==> src/hdl/frl_pkg.sv <==
`timescale 1ns / 1ps
package frl_pkg;

  // Frame layout
  localparam int unsigned EthHdrLen    = 14;
  localparam int unsigned ArpBodyLen   = 28;
  localparam int unsigned ArpTipOffset = 24;
  localparam int unsigned IpHdrLen     = 20;
  localparam int unsigned IpDstOffset  = 16;
  localparam logic [15:0] TypeArp      = 16'h0806;
  localparam logic [15:0] TypeIpv4     = 16'h0800;

  // Default sizing
  localparam int unsigned TableEntriesDefault = 256;
  localparam int unsigned PortBitsDefault     = 16;
  localparam int unsigned CmdDepth            = 4;

  typedef enum logic [1:0] {
    WS_OK     = 2'd0,
    WS_FULL   = 2'd1,
    WS_ABSENT = 2'd2
  } write_status_e;

  typedef enum logic [2:0] {
    BK_CLEAR,
    BK_IDLE,
    BK_SCAN,
    BK_WAIT,
    BK_DONE
  } back_st_e;

  typedef struct packed {
    logic        mode;
    logic [7:0]  frame_byte;
    logic        frame_last;
    logic [31:0] route_key;
    logic [15:0] route_port;
    logic        route_keep;
  } in_item_t;

  typedef struct packed {
    logic        result_kind;
    logic        verdict;
    logic [15:0] out_port;
    logic [1:0]  write_status;
  } out_item_t;

  // Command handed from the parser to the table engine
  typedef struct packed {
    logic        is_write;
    logic        probe;
    logic        keep;
    logic [31:0] key;
    logic [15:0] port;
  } cmd_t;

endpackage

==> src/hdl/frl_front.sv <==
`timescale 1ns / 1ps
module frl_front (
  input  logic              clk_i,
  input  logic              rst_ni,
  input  logic              acc_i,
  input  frl_pkg::in_item_t item_i,
  output logic              cmd_push_o,
  output frl_pkg::cmd_t     cmd_o
);
  import frl_pkg::*;

  localparam logic [15:0] ArpKeyStart = 16'(EthHdrLen + ArpTipOffset);
  localparam logic [15:0] IpKeyStart  = 16'(EthHdrLen + IpDstOffset);
  localparam logic [15:0] ArpMinLen   = 16'(EthHdrLen + ArpBodyLen);
  localparam logic [15:0] IpMinLen    = 16'(EthHdrLen + IpHdrLen);

  logic [15:0] pos_q, pos_d;
  logic [15:0] et_q, et_d;
  logic [31:0] lk_q, lk_d;
  logic [15:0] et_new, pos_new, key_start;
  logic [31:0] lk_new;
  logic        has_key, probe;

  // Parse one beat
  always_comb begin
    et_new = et_q;
    if (pos_q == 16'd12 || pos_q == 16'd13) begin
      et_new = {et_q[7:0], item_i.frame_byte};
    end
    has_key   = 1'b0;
    key_start = 16'd0;
    if (et_new == TypeArp && pos_q >= 16'(EthHdrLen)) begin
      has_key   = 1'b1;
      key_start = ArpKeyStart;
    end else if (et_new == TypeIpv4 && pos_q >= 16'(EthHdrLen)) begin
      has_key   = 1'b1;
      key_start = IpKeyStart;
    end
    lk_new = lk_q;
    if (has_key && pos_q >= key_start && pos_q < key_start + 16'd4) begin
      lk_new = {lk_q[23:0], item_i.frame_byte};
    end
    pos_new = (pos_q == 16'hFFFF) ? pos_q : pos_q + 16'd1;
    probe   = (et_new == TypeArp && pos_new >= ArpMinLen) ||
              (et_new == TypeIpv4 && pos_new >= IpMinLen);

    pos_d      = pos_q;
    et_d       = et_q;
    lk_d       = lk_q;
    cmd_push_o = 1'b0;
    cmd_o      = '0;
    if (acc_i) begin
      if (item_i.mode) begin
        cmd_push_o     = 1'b1;
        cmd_o.is_write = 1'b1;
        cmd_o.keep     = item_i.route_keep;
        cmd_o.key      = item_i.route_key;
        cmd_o.port     = item_i.route_port;
      end else if (item_i.frame_last) begin
        cmd_push_o  = 1'b1;
        cmd_o.probe = probe;
        cmd_o.key   = lk_new;
        pos_d       = '0;
        et_d        = '0;
        lk_d        = '0;
      end else begin
        pos_d = pos_new;
        et_d  = et_new;
        lk_d  = lk_new;
      end
    end
  end

  // Hold frame state
  always_ff @(posedge clk_i or negedge rst_ni) begin
    if (!rst_ni) begin
      pos_q <= '0;
      et_q  <= '0;
      lk_q  <= '0;
    end else begin
      pos_q <= pos_d;
      et_q  <= et_d;
      lk_q  <= lk_d;
    end
  end

endmodule

==> config.mk <==
export PLATFORM = sky130hd
export DESIGN_NAME = frl_front
export DESIGN_NICKNAME = d
export VERILOG_FILES = /design/src/hdl/frl_pkg.sv /design/src/hdl/frl_front.sv
export SDC_FILE = /design/constraint.sdc
export NUM_CORES = 1
export LEC_CHECK = 0
export ABC_AREA = 1
export ABC_CLOCK_PERIOD_IN_PS = 8740
export BUFFER_PORTS_ARGS = -buffer_cell sky130_fd_sc_hd__buf_2
export CAP_MARGIN = 20
export CORE_MARGIN = 2
export CORE_UTILIZATION = 57
export CTS_CLUSTER_DIAMETER = 200
export DETAILED_ROUTE_END_ITERATION = 8
export GPL_ROUTABILITY_DRIVEN = 0
export PLACE_DENSITY_LB_ADDON = 0.08
export SYNTH_ARGS = -nofsm -noshare
export SYNTH_HDL_FRONTEND = slang
export SYNTH_SLANG_ARGS = --single-unit
==> constraint.sdc <==
create_clock -name clk_i -period 8.74 [get_ports clk_i]
set_input_delay 1.311 -clock clk_i [delete_from_list [all_inputs] [get_ports clk_i]]
set_output_delay 1.311 -clock clk_i [all_outputs]
set_load 0.02 [all_outputs]
; ---- After elaboration in Yosys (flattened, before gate mapping)
; Index checks and enable logic that the tools add are counted.
[word_totals]
regBits = 64
in_bits = 62
output_inout_bits = 52
[op_classes]
n_addsub = 2
magnitude_cmp = 5
n_eq_ne = 5
mux = 21
bitwise_logic = 1
n_reduce_logical = 9
[op_table]
columns = operator, n
row1 = 2-to-1 mux 32 bit, 4
row2 = 2-to-1 mux 16 bit, 5
row3 = 2-to-1 mux 51 bit, 1
row4 = == test 16 x 12 -> 1 bit (second input constant), 2
row5 = == test 16 x 4 -> 1 bit (second input constant), 2
row6 = greater-or-equal comparator 16 x 6 -> 1 bit (second input constant), 2
row7 = adder 16 x 1 -> 16 bit (second input constant), 1
row8 = adder 16 x 3 -> 16 bit (second input constant), 1
row9 = == test 16 bit (second input constant), 1
row10 = greater-or-equal comparator 16 bit, 1
row11 = greater-or-equal comparator 16 x 4 -> 1 bit (second input constant), 1
row12 = less-than comparator 16 bit, 1
row13 = 2-to-1 mux 1 bit, 9
row14 = logical AND 1 bit, 6
row15 = 2-to-1 mux 6 bit, 1
row16 = 2-to-1 mux 5 bit, 1
row17 = logical OR 1 bit, 2
row18 = AND reduction 2 bit, 1
row19 = inverter 1 bit, 1

; ---- Logic depth before layout (Yosys ltp)
[logic_depth]
word_depth = 14
depth_mapped = 29
ltp_nobuf = 26

; ---- Worst setup path before layout
; OpenSTA, ideal clock, no wires.
[synth_timing]
path_kind = input to output
from = in item_i[55] (netlist bit)
to = out cmd_o[42] (netlist bit)
t_arrival_ps = 3945
required_time_ps = 7429
slack_ps = 3484
stages = 22
n_path_buf = 2
path_cell_list = nand4_1 > nand2_1 > nor2_2 > nand2_2 > nor2_4 > nand2_2 > nand2_4 > buf_4 > nand2_1 > inv_2 > ha_1 > inv_1 > o21bai_1 > a21oi_1 > nor2_1 > o21ai_1 > nand3_1 > nor2_1 > clkbuf_1 > nand4_1 > nand3_1 > nand2_1
[synth_rtl]
columns = element, line_no
row1 = start: declaration, frl_front.sv:6  ; input frl_pkg::in_item_t item_i,
row2 = end: declaration, frl_front.sv:8  ; output frl_pkg::cmd_t cmd_o

==> results.md <==
- Most frequent cell on the critical path: nand2_1
- CP Launch Type: register
- Delay-heaviest family, CP: simple AND/OR/NAND/NOR gates
- Antenna violations before repair: 0
- WP data arrival: 5.42 ns
- Setup TNS: 0 ns
- Total gr overflow: 0
- Minimum clock period: 6.732 ns
- Post-synth top cells: 219 x nand2_1, 82 x inv_1, 82 x nand3_1
- CTS Hold Bufs: 0
- Synth Flop Type: dfrtp_1
- WP buf/inv: 4
- Cell count after synthesis: 727
- N_diodes: 0
- Internal power: ~0.5 mW
- CTS tree: yes
- DR vias/cell: ~5.5
- Post-DP Area: 5425 um2
- IO Pins: 114
- DIE HEIGHT: 96.36 um
- TritonCTS Buffers: 9
- Die Area: 9285 um2
- Tot GR Track Use: 0.2910
- Top cell type's share of synthesized area: 0.3294
- Detailed Route Iter0 Violations: roughly 320
- Net Sw Frac: 0.3356
- Power share of the clock group: 0.340
- Post-Syn Area: 4862 um2
- Final Skew: 0.01100 ns
- Critical path type: register to output pin
- Final period utilization: 0.7703
- Final setup fails: 0
- Core ar.: ~8300 um2
- NetSw: 0.2484 mW
- Register share of total power: 0.432
- Comb pwr share: 0.227
- Final nets: 896
- WP data required: 7.43 ns
- First-pass DRT Iterations: 6
- Clock-pin slew on the worst setup and hold paths: approximately 0.070 ns
- Finished layout cell area: 5613 um2
- Bufs on Longest Clock Path: 2
- Syn_nets: 802
- Worst vdd ir: between 0.00007 and 0.00008 V
- Largest area contributor in the netlist: dfrtp_1
- Worst setup EP type: output pin
- Rows: 33
- Outcome: completed
- Fin cells: 931
- Die X: roughly 96 um
- Max Cap Violations: 0
- Clk root buf: clkbuf_8
- Total length of routed wires: 13230 um
- Hold Crit Class: register to register
- Setup ws final: ~2.0 ns
- Pre-CTS setup slack: 2.438 ns
- Post-CTS setup buffer count: 0
- Cell Pwr Density: 131.9 nW/um2
- Avg Inst Size Synth: 6.688 um2
- Library cells used by synthesis: 33
- Most common cell in the netlist: nand2_1
- Pin count of the biggest net entering global routing: 65
- DP HPWL: 9405 um
- Async set or reset register ratio after synthesis: 1.000
- # clock sinks: 64
- Synth top area cells: dfrtp_1 33%, nand2_1 17%, nand3_1 8.4%, nand4_1 6.8%, inv_1 6.3%
- Worst-Margin Slew: 0.9084 ns
- Routed Antenna Nets: 0
- Slowest CP cell: nand3_4
- P_leak: 3.205 nW
- IO buf count: 113
- Fin. max-slew vios: 0
- Post-route DRC: 0
- Largest stage delay, worst path: around 0.50 ns
- Routed vias: 5129
- Hold Fails Final Rpt: 0
- Post-synth EDFFs: 0
- Fmax: around 150 MHz
- Routed wire per std cell: around 14 um
- Number of synthesis warnings: 0
- Htree depth: 3
- Clock latency at the later pin of the worst-skew pair: about 0.35 ns
- RSZ-0062 raised after global routing: no
- CTS resizes: 0
- First-pass GRT wire length: between 20000 and 25000 um
- Fraction of layout cells with a size suffix above 1: 0.2349
- Area Growth Syn to Fin: 15.44%
- Worst slew margin: 0.3937
- Final core occ: 0.6797
- Sequential fraction of the synthesis area: 0.3294
- Initial core utilization: 0.5888
- Crit path max fanout: 35
- Vias in the first global route: ~4700
- Synthesized flop and latch total: 64
- Dpl cells: around 920
==> cells in the final DEF, fill, tap and decap left out, drive strengths merged <==
cell type    n
ha          13
xor2         4
nor4         4
clkinvlp     2
nand4       53
o22ai       12
xnor2        1
a21boi       1
inv         89
clkbuf      10
o21bai       1
nor3         6
a22o        13
o21ai       15
a21oi        9
clkinv       4
dfrtp       64
nand2      256
buf        120
nand3       84
bufinv       1
o211ai       1
nor2        61
conb         1
or2          1
==> through the flow <==
step | total power, mW | hold WS (ns)
4_1_cts | 0.7416 | 0.4837
6_report | 0.7403 | 0.4817
3_5_place_dp | 0.4922 | 0.4647
5_1_grt | 0.7802 | 0.5006
2_1_floorplan | 0.4358 | 0.4491
3_3_place_gp | 0.4873 | 0.4618
==> power by group through the flow <==
stage | Sequential [mW] | Clock (mW) | Combinational, mW
after floorplan | 0.322 | 0 | 0.113
after global placement | 0.325 | 0 | 0.163
after detailed placement | 0.325 | 0 | 0.167
after CTS | 0.320 | 0.254 | 0.168
after global routing | 0.322 | 0.271 | 0.188
final | 0.320 | 0.252 | 0.168
==> worst reg2reg max path, stage by stage (launching register included) <==
cell      delay [ns]
dfrtp_1         0.48
nor2_2          0.14
nand2_1         0.09
nor2_4          0.41
nand3_4         0.30
nand2_1         0.13
o21ai_1         0.09
nor2_1          0.09
nand2_1         0.08
nor2_2          0.27
nand2_2         0.13
nand2_4         0.31
nand2_1         0.18
inv_2           0.09
ha_1            0.22
inv_1           0.08
o21bai_1        0.06
a21oi_1         0.13
nor2_1          0.06
o21ai_1         0.11
nand3_1         0.09
nor2_2          0.13
buf_4           0.32
nand3_4         0.50
nand2_1         0.26
nand3_1         0.10
nand2_1         0.08
==> cells by family (layout without fill, tap and decap cells) <==
kind of cell,Yosys count,in the layout,share of synthesized area
XOR/XNOR,5,5,0.009006
other,1,1,0.0007713
AND/OR/NAND/NOR,465,465,0.4488
buffers and inverters,127,226,0.1104
AO/OA/AOI/OAI,52,52,0.06819
adder cells (fa/ha/maj),13,13,0.03345
flip-flops,64,64,0.3294
==> flip-flops by register name (all words and copies together), names as in the netlist <==
signal  flops
et_q       16
lk_q       32
pos_q      16
==> worst paths after layout <==
kind | start | depth (start not counted) | slack (ns) | endpoint
setup / recovery | pos_q[12] | 27 | 2.01 | cmd_o[16]
hold / removal | lk_q[1] | 2 | 0.48 | lk_q[1]
setup reg to reg | pos_q[12] | 26 | 3.76 | lk_q[0]
hold reg to reg | lk_q[1] | 2 | 0.48 | lk_q[1]
max in group asynchronous | rst_ni | 2 | 7.02 | lk_q[12]
min in group asynchronous | rst_ni | 2 | 1.13 | et_q[3]
==> routing by layer <==
layer  wire, um  track usage
met5          0            0
met4        203      0.08920
met3        618      0.04307
met2       6463       0.4913
met1       5944       0.3854
==> cell type report <==
type / count / area, um2
clock buffer: 10 / 127.6
clock inverter: 6 / 60.06
fill: 744 / 2645
inverter: 90 / 337.8
multi-input combinational: 536 / 2736
sequential: 64 / 1602
tap: 105 / 131.4
timing repair buffer: 120 / 618.1
Power figures use the tool's default switching activity.
