[src/hdl/frl_pkg.sv]
`timescale 1ns / 1ps
package frl_pkg;

  // Frame layout
  localparam int unsigned EthHdrLen    = 14;
  localparam int unsigned ArpBodyLen   = 28;
  localparam int unsigned ArpTipOffset = 24;
  localparam int unsigned IpHdrLen     = 20;
  localparam int unsigned IpDstOffset  = 16;
  localparam logic [15:0] TypeArp      = 16'h0806;
  localparam logic [15:0] TypeIpv4     = 16'h0800;

  // Default sizing
  localparam int unsigned TableEntriesDefault = 256;
  localparam int unsigned PortBitsDefault     = 16;
  localparam int unsigned CmdDepth            = 4;

  typedef enum logic [1:0] {
    WS_OK     = 2'd0,
    WS_FULL   = 2'd1,
    WS_ABSENT = 2'd2
  } write_status_e;

  typedef enum logic [2:0] {
    BK_CLEAR,
    BK_IDLE,
    BK_SCAN,
    BK_WAIT,
    BK_DONE
  } back_st_e;

  typedef struct packed {
    logic        mode;
    logic [7:0]  frame_byte;
    logic        frame_last;
    logic [31:0] route_key;
    logic [15:0] route_port;
    logic        route_keep;
  } in_item_t;

  typedef struct packed {
    logic        result_kind;
    logic        verdict;
    logic [15:0] out_port;
    logic [1:0]  write_status;
  } out_item_t;

  // Command handed from the parser to the table engine
  typedef struct packed {
    logic        is_write;
    logic        probe;
    logic        keep;
    logic [31:0] key;
    logic [15:0] port;
  } cmd_t;

endpackage

[src/hdl/frl_cmd_fifo.sv]
`timescale 1ns / 1ps
module frl_cmd_fifo #(
  parameter int unsigned DEPTH = frl_pkg::CmdDepth
) (
  input  logic          clk_i,
  input  logic          rst_ni,
  input  logic          push_i,
  input  frl_pkg::cmd_t data_i,
  output logic          full_o,
  input  logic          pop_i,
  output logic          empty_o,
  output frl_pkg::cmd_t data_o
);
  import frl_pkg::*;

  localparam int unsigned PW = (DEPTH > 1) ? $clog2(DEPTH) : 1;
  localparam int unsigned CW = $clog2(DEPTH + 1);
  localparam logic [PW-1:0] PtrLast = PW'(DEPTH - 1);

  cmd_t          slots_q [DEPTH];
  logic [PW-1:0] wr_q, rd_q;
  logic [CW-1:0] cnt_q;
  logic          do_push, do_pop;

  assign full_o  = (cnt_q == CW'(DEPTH));
  assign empty_o = (cnt_q == '0);
  assign data_o  = slots_q[rd_q];
  assign do_push = push_i && !full_o;
  assign do_pop  = pop_i && !empty_o;

  // Store a beat
  always_ff @(posedge clk_i) begin
    if (do_push) begin
      slots_q[wr_q] <= data_i;
    end
  end

  // Advance pointers
  always_ff @(posedge clk_i or negedge rst_ni) begin
    if (!rst_ni) begin
      wr_q  <= '0;
      rd_q  <= '0;
      cnt_q <= '0;
    end else begin
      if (do_push) begin
        wr_q <= (wr_q == PtrLast) ? '0 : wr_q + PW'(1);
      end
      if (do_pop) begin
        rd_q <= (rd_q == PtrLast) ? '0 : rd_q + PW'(1);
      end
      if (do_push && !do_pop) begin
        cnt_q <= cnt_q + CW'(1);
      end else if (do_pop && !do_push) begin
        cnt_q <= cnt_q - CW'(1);
      end
    end
  end

endmodule

[config.mk]
export PLATFORM = sky130hd
export DESIGN_NAME = frl_cmd_fifo
export DESIGN_NICKNAME = d
export VERILOG_FILES = /design/src/hdl/frl_pkg.sv /design/src/hdl/frl_cmd_fifo.sv
export SDC_FILE = /design/constraint.sdc
export NUM_CORES = 1
export LEC_CHECK = 0
export BUFFER_PORTS_ARGS = -buffer_cell sky130_fd_sc_hd__buf_2
export CAP_MARGIN = 15
export CELL_PAD_IN_SITES_DETAIL_PLACEMENT = 0
export CELL_PAD_IN_SITES_GLOBAL_PLACEMENT = 1
export CORE_MARGIN = 8
export CORE_UTILIZATION = 35
export DETAILED_ROUTE_END_ITERATION = 16
export PLACE_DENSITY = 0.54
export SLEW_MARGIN = 20
export SYNTH_ARGS = -nofsm -noshare
export SYNTH_HDL_FRONTEND = slang
export SYNTH_SLANG_ARGS = --single-unit
[constraint.sdc]
create_clock -name clk_i -period 7.2 [get_ports clk_i]
set_clock_uncertainty 0.2 [all_clocks]
set_input_delay 0.36 -clock clk_i [delete_from_list [all_inputs] [get_ports clk_i]]
set_output_delay 0.36 -clock clk_i [all_outputs]
set_load 0.02 [all_outputs]
# After elaboration in Yosys (flattened, before gate mapping)
# Memory sizes are Yosys's and may differ from the RTL's.
# Index checks and enable logic that the tools add are counted.
# op_classes
addsub,4
n_eq_ne,3
mux,6
n_reduce_logical,10
# ops
op,count
$mux W3,2
$add A2 B1 Y2 const B,2
$eq A2 B2 Y1 const B,2
$logic_and A1 B1 Y1,4
$logic_not A1 Y1,4
$mux W2,2
$add A3 B1 Y3 const B,1
$eq A3 B3 Y1 const B,1
$logic_not A3 Y1,1
$sub A3 B1 Y3 const B,1
$mux W1,2
$reduce_bool A2 Y1,1
# word_totals
register_bits,7
mem_bits_rw,204
inputBits,55
output_inout_bits,53
wordCells,27
memories,1
# mem_list
memory,depth,word_bits,read_ports,rd_clocked_by_memory_dff,wr,line,rtl
slots_q,4,51,1,0,1,frl_cmd_fifo.sv:20,cmd_t slots_q [DEPTH];

# Logic depth before layout (Yosys ltp)
# Gate-level depths: netlist of run 1.
# logic_depth
word_depth,7
mapped_depth,8
depth_no_buf,8

# Worst setup path before layout of run 1
# OpenSTA, ideal clock, no wires.
# synth_path
path_type,register to register
startpoint,reg cnt_q[2]
endpoint,mem slots_q[3][0] (netlist bit) (enable)
setup_ns,0.461
arrival_ns,2.776
path_slack_ns,3.763
stages_incl_launch_ff,3
n_path_buf,0
synth_period_minus_slack_ns,3.437
path_cell_list,dfrtp_1 nor3b_4 nor2_1
# synth_between
elab_chain_cells,5
# synth_rtl
item,line,rtl
start: declaration,frl_cmd_fifo.sv:22,logic [CW-1:0] cnt_q;
start signal: assignment,frl_cmd_fifo.sv:52,cnt_q <= cnt_q + CW'(1);
start signal: assignment,frl_cmd_fifo.sv:54,cnt_q <= cnt_q - CW'(1);
$eq A3 B3 Y1,frl_cmd_fifo.sv:25,assign full_o = (cnt_q == CW'(DEPTH));
via full_o,frl_cmd_fifo.sv:9,"output logic full_o,"
$logic_not A1 Y1,frl_cmd_fifo.sv:28,assign do_push = push_i && !full_o;
$logic_and A1 B1 Y1,frl_cmd_fifo.sv:28,
$mux W1,frl_cmd_fifo.sv:33,if (do_push) begin
$mux W1 (implied by the code),frl_cmd_fifo.sv:34,slots_q[wr_q] <= data_i;
end: declaration,frl_cmd_fifo.sv:20,
# The timed path passes the listed nets, and every way through them passes these cells.

==> results.cfg, run 1 <==
[worst_setup_path]
r2r_start = cnt_q[2]$_DFFE_PN0P_
cp_cell_sequence = buf_4 -> mux4_2 -> buf_2
required_ns = 6.64
start_kind = register
crit_path_max_incr_delay_ns = 0.71
reg2regPathDepth = 4
slowest_stage = buf_4
endpoint_kind = primary output
regToRegSetupSlack_ns = 4.48
path_max_fanout = 39
r2r_end = slots_q[2][0]$_DFFE_PP_
critPathKind = register to primary output
worstPathArrival_ns = 2.69
startpoint = rd_q[0]$_DFFE_PN0P_

[clocking]
cts_htree_levels = 1
cts_setup_buffers = 0
clkTransAtPathRegs_ns = 0.06
insertion_delay_ns = 0.51
cts_sinks = 211
cts_resized = 0
cts-root-buf = clkbuf_16
cts_buffer_depth = 3
cts_buffers = 25
cts_tree = yes

[place]
dp_slack_ns = 4.35
port_buffers = 107
place.gp.congestion = 0.627
dpl.hpwl_um = 9530

[route]
wire_per_inst_um = 20.3
drt_iter0_markers = 109
num_vias = 3735
routed_via_density = 4.74
firstDrtPassIters = 4
ant_nets = 0
wirelength_um = 16000
drcViolationCount = 0

[sta]
finalSetupViolCount = 0
fin_crit_ns = 3.25
fmax_ghz = 0.307
rsz0062_at_grt = no
hold_violations = 0
timing.setup.tns_ns = 0
setup_slack_ns = 3.95
max_slew_margin_pct = 35.3
worst_pin_slew_ns = 0.971
finalCritPeriodShare_pct = 45.2
slew_viol_final = 0

[grt]
grt_usage_pct = 11.7
gr-total-overflow = 0
grt_first_pass_wirelength_um = 25000
antenna_found_initial = 2
grt_max_degree = 40
grt_pass1_vias = 4190

[power_and_ir_drop]
pwr-share-clk_pct = 27.4
p_leak_nw = 3.46
total_power_mw = 4.12
pwr-share-seq_pct = 42.2
p_int_mw = 2.82
switching_share_pct = 31.5
vdd_ir_drop_max_mv = 0.197
p_sw_mw = 1.30
pwr-share-comb_pct = 30.4
power.density_nw_per_um2 = 413

[layout]
syn2layout_area_growth_pct = 26.7
fin_nets = 547
drive_above_1_share_pct = 41.6
diodes = 0

[outcome]
status = finished, final reports clean

[synthesis]
yosys.area_share.simple_pct = 0.969
yosys.area_share.adder_pct = 1.21
yosys.area.top_type_share_pct = 77.8
ys_types = 22
synth_cells = 304
synthXorXnorAreaFrac_pct = 0.334
syn_nets = 366
ys_ff_latch = 211
synth_top_family_by_area = multiplexers
syn-cell-area_um2 = 7870
synth_compound_area_share_pct = 0.254
yosys_warnings = 0
yosys-top-cells-area = edfxtp_1 78%, mux4_2 15%, dfrtp_1 2.2%
yosysTopAreaCell = edfxtp_1
ys_seq_area_share_pct = 80.0
synth_mux_area_share_pct = 15.3
syn_avg_cell_area_um2 = 25.9

[floorplan]
dieArea_um2 = 27500
die_h_um = 166
row_count = 55
fp.dieW_um = 166
start_util_pct = 35.2
coreArea_um2 = 22400
io_pins = 108

[flow_run]
drv_cap = 0

[worst_hold_path]
hp-class = primary input to async pin
-- Yosys cell counts, drive strengths merged --
cell and number:
nor3 2, nor3b 1, fa 1, xor2 2, xnor2 1, mux4 51
nor2b 1, edfxtp 204, buf 12, a21o 1, dfrtp 7, and2 3
inv 3, mux2 4, o31ai 1, nand2 1, ha 6, nor2 3
-- cell usage in the layout, fill, tap and decap left out, drive strengths merged, types with 2 or more instances in the layout --
master,n
mux4,51
buf,114
nor3,2
and2,3
inv,4
clkinv,10
mux2,4
xor2,2
nor2,3
ha,6
clkbuf,32
edfxtp,204
dfrtp,7
dlygate4sd3,52
-- cells by family after synthesis --
| logic type | after synthesis |
|---|---|
| DFF | 211 |
| AOI/OAI and AO/OA | 2 |
| xor gates and xnor gates | 3 |
| muxes | 55 |
| buffers and inverters | 15 |
| and+or+nand+nor | 11 |
| adders and majority gates | 7 |
-- cell type report --
class | count | area [µm²]
fill | 1934 | 12400
sequential | 211 | 6310
multi-input combinational | 78 | 1430
timing repair buffer | 166 | 1130
clock buffer | 32 | 652
tap | 285 | 357
clock inverter | 13 | 92.6
inverter | 3 | 11.3
-- flip-flops by register name, indices dropped and copies added (netlist names) --
name and cells:
slots_q 204, rd_q 2, wr_q 2, cnt_q 3
-- worst max-delay path by stage --
stage	to	slack, ns
after detailed placement	data_o[42]	4.35
after global placement	data_o[42]	4.34
after floorplan	slots_q[3][0]$_DFFE_PP_	3.76
after CTS	data_o[42]	3.78
after global routing	data_o[42]	3.69
final	data_o[42]	3.95
-- through the flow --
stage	util (%)	hold slack, ns	area [µm²]	cells
after global placement	38.8	0.0216	8680	690
final	44.6	0.0489	9980	788
after detailed placement	39.0	0.0227	8710	691
after global routing	44.6	0.0303	9980	788
after floorplan	-	-0.136	7870	304
after CTS	44.6	0.0173	9980	788
-- routing by layer --
metal | part of all wire [%] | routed length [µm] | up-vias | GRT usage, %
met5 | 0.15 | 24 | - | 0
met4 | 2.1 | 339 | 4 | 3.00
met3 | 5.1 | 820 | 29 | 3.26
met2 | 50 | 8020 | 91 | 20.1
met1 | 42 | 6760 | 1943 | 14.3
li1 | - | - | 1668 | -
-- critical path: cells and delay by family, from the launching register on --
kind,cells,cell delay [ns]
multiplexers,1,0.64
flip-flops,1,0.63
buffers and inverters,2,0.89
-- timing repair --
item | in CTS | in global routing
hold buffers | 52 | 0
setup endpoints to repair | 0 | 0
hold endpoints to repair | 211 | 0
-- power by group through the flow --
stage	registers [mW]	clock network, mW	logic, mW
after floorplan	1.71	0	0.948
after global placement	1.76	0	1.26
after detailed placement	1.78	0	1.28
after CTS	1.75	1.17	1.30
after global routing	1.77	1.21	1.36
final	1.74	1.13	1.25
No activity file was read; power rests on OpenSTA's default activity.
==> inputs of run 2 (changes only) <==
clock period = 3.2 ns   (was 7.2 ns; I/O delays follow)
==> results.cfg, run 2 (same netlist as run 1, synthesis figures left out) <==
[clocking]
clkTransAtPathRegs_ns = 0.06
cts_sinks = 211
cts-root-buf = clkbuf_16
cts_htree_levels = 1
cts_setup_buffers = 0
cts_buffer_depth = 3
insertion_delay_ns = 0.51
cts_buffers = 24
cts_tree = yes

[route]
firstDrtPassIters = 4
wirelength_um = 15500
drcViolationCount = 0
num_vias = 3732
wire_per_inst_um = 19.5
ant_nets = 0
routed_via_density = 4.70
drt_iter0_markers = 193

[outcome]
status = finished, final reports clean

[sta]
worst_pin_slew_ns = 0.808
finalSetupViolCount = 0
fin_crit_ns = 2.73
fmax_ghz = 0.366
rsz0062_at_grt = no
timing.setup.tns_ns = 0
finalCritPeriodShare_pct = 85.4
max_slew_margin_pct = 46.2
hold_violations = 0
slew_viol_final = 0
setup_slack_ns = 0.466

[worst_setup_path]
path_max_fanout = 31
start_kind = register
required_ns = 2.84
endpoint_kind = primary output
worstPathArrival_ns = 2.37
critPathKind = register to primary output

[grt]
grt_max_degree = 37
antenna_found_initial = 0
grt_first_pass_wirelength_um = 24400
grt_usage_pct = 11.3
gr-total-overflow = 0
grt_pass1_vias = 4188

[layout]
syn2layout_area_growth_pct = 27.5
top_regs = slots_q x204, cnt_q x3
fin_area_um2 = 10000
fill_cells = 1911
fin_nets = 554
final_common_cell = edfxtp_1
top_register = slots_q
drive_above_1_share_pct = 41.5
final_cell_mix = 204 x edfxtp_1, 107 x buf_2, 55 x dlygate4sd3_1, 51 x mux4_2, 24 x clkbuf_16
largest_reg_flops = 204
diodes = 0

[floorplan]
fp.dieW_um = 166
row_count = 55
start_util_pct = 35.2
io_pins = 108
coreArea_um2 = 22400
die_h_um = 166
dieArea_um2 = 27500

[place]
dp_slack_ns = 0.913
place.gp.congestion = 0.695
dpl-instance-area_um2 = 8740
dpl.hpwl_um = 9310
port_buffers = 107

[power_and_ir_drop]
p_leak_nw = 3.49
power.density_nw_per_um2 = 928
p_sw_mw = 2.90
pwr-share-seq_pct = 42.7
p_int_mw = 6.41
switching_share_pct = 31.2
vdd_ir_drop_max_mv = 0.502
pwr-share-clk_pct = 27.4
pwr-share-comb_pct = 29.9

[worst_hold_path]
hp-class = primary input to register

[flow_run]
drv_cap = 0
run 2: changes by cell type in the layout (fill, tap and decap cells not counted), sizes merged:
cell | previous run | this run
dlygate4sd3 | 52 | 55
bufinv | 1 | 2
clkbuf | 32 | 30
buf | 114 | 119
clkinvlp | 1 | 0
run 2: cell type report:
type,count,area [µm²],share of cell area [%]
clock inverter,13,120,1.20
sequential,211,6310,62.8
inverter,3,11.3,0.112
timing repair buffer,174,1190,11.8
multi-input combinational,78,1430,14.3
clock buffer,30,623,6.21
tap,285,357,3.55
run 2: timing repair:
action / in CTS / in global routing
hold buffers: 55 / 0
resized for setup: 0 / 0
hold endpoints to repair: 216 / 0
endpoints found under the setup margin: 0 / 0
run 2: worst paths after layout:
kind	startpoint	endpoint	slack [ns]	depth (start not counted)
max in group asynchronous	rst_ni	rd_q[0]$_DFFE_PN0P_	2.09	3
worst min-delay path	data_i[25]	slots_q[3][25]$_DFFE_PP_	0.20	2
worst max register to register	cnt_q[0]$_DFFE_PN0P_	cnt_q[2]$_DFFE_PN0P_	0.92	7
min in group asynchronous	rst_ni	cnt_q[2]$_DFFE_PN0P_	0.42	3
worst max-delay path	rd_q[1]$_DFFE_PN0P_	data_o[12]	0.47	3
worst min register to register	cnt_q[2]$_DFFE_PN0P_	cnt_q[2]$_DFFE_PN0P_	0.35	1
run 2: per-stage QoR:
stage	hold WS (ns)	util, %	std cells	power, mW
6_report	0.204	44.9	794	9.31
5_1_grt	0.195	44.9	794	9.81
4_1_cts	0.178	44.9	794	9.54
3_5_place_dp	-0.185	39.1	696	6.89
3_3_place_gp	-0.186	39.1	696	6.85
2_1_floorplan	-0.336	-	304	5.97
run 2: layer usage:
metal	global-route usage (%)	share of wire, %	up-vias	wire, µm
li1	-	-	1674	-
met1	14.5	44	1939	6760
met2	18.6	49	90	7600
met3	2.92	5.3	29	827
met4	3.16	2.1	0	323
met5	0	0	-	0
run 2: power by group through the flow:
| stage | registers [mW] | clock network, mW | logic (mW) |
|---|---|---|---|
| final | 3.98 | 2.55 | 2.79 |
| after floorplan | 3.84 | 0 | 2.14 |
| after detailed placement | 4.06 | 0 | 2.83 |
| after global routing | 4.06 | 2.73 | 3.01 |
| after global placement | 4.03 | 0 | 2.82 |
| after CTS | 4.00 | 2.64 | 2.89 |
run 2: worst max-delay path: stages, from the launching register on:
cell	delay, ns
dfrtp_2	0.88
buf_4	0.41
mux4_2	0.36
buf_2	0.18
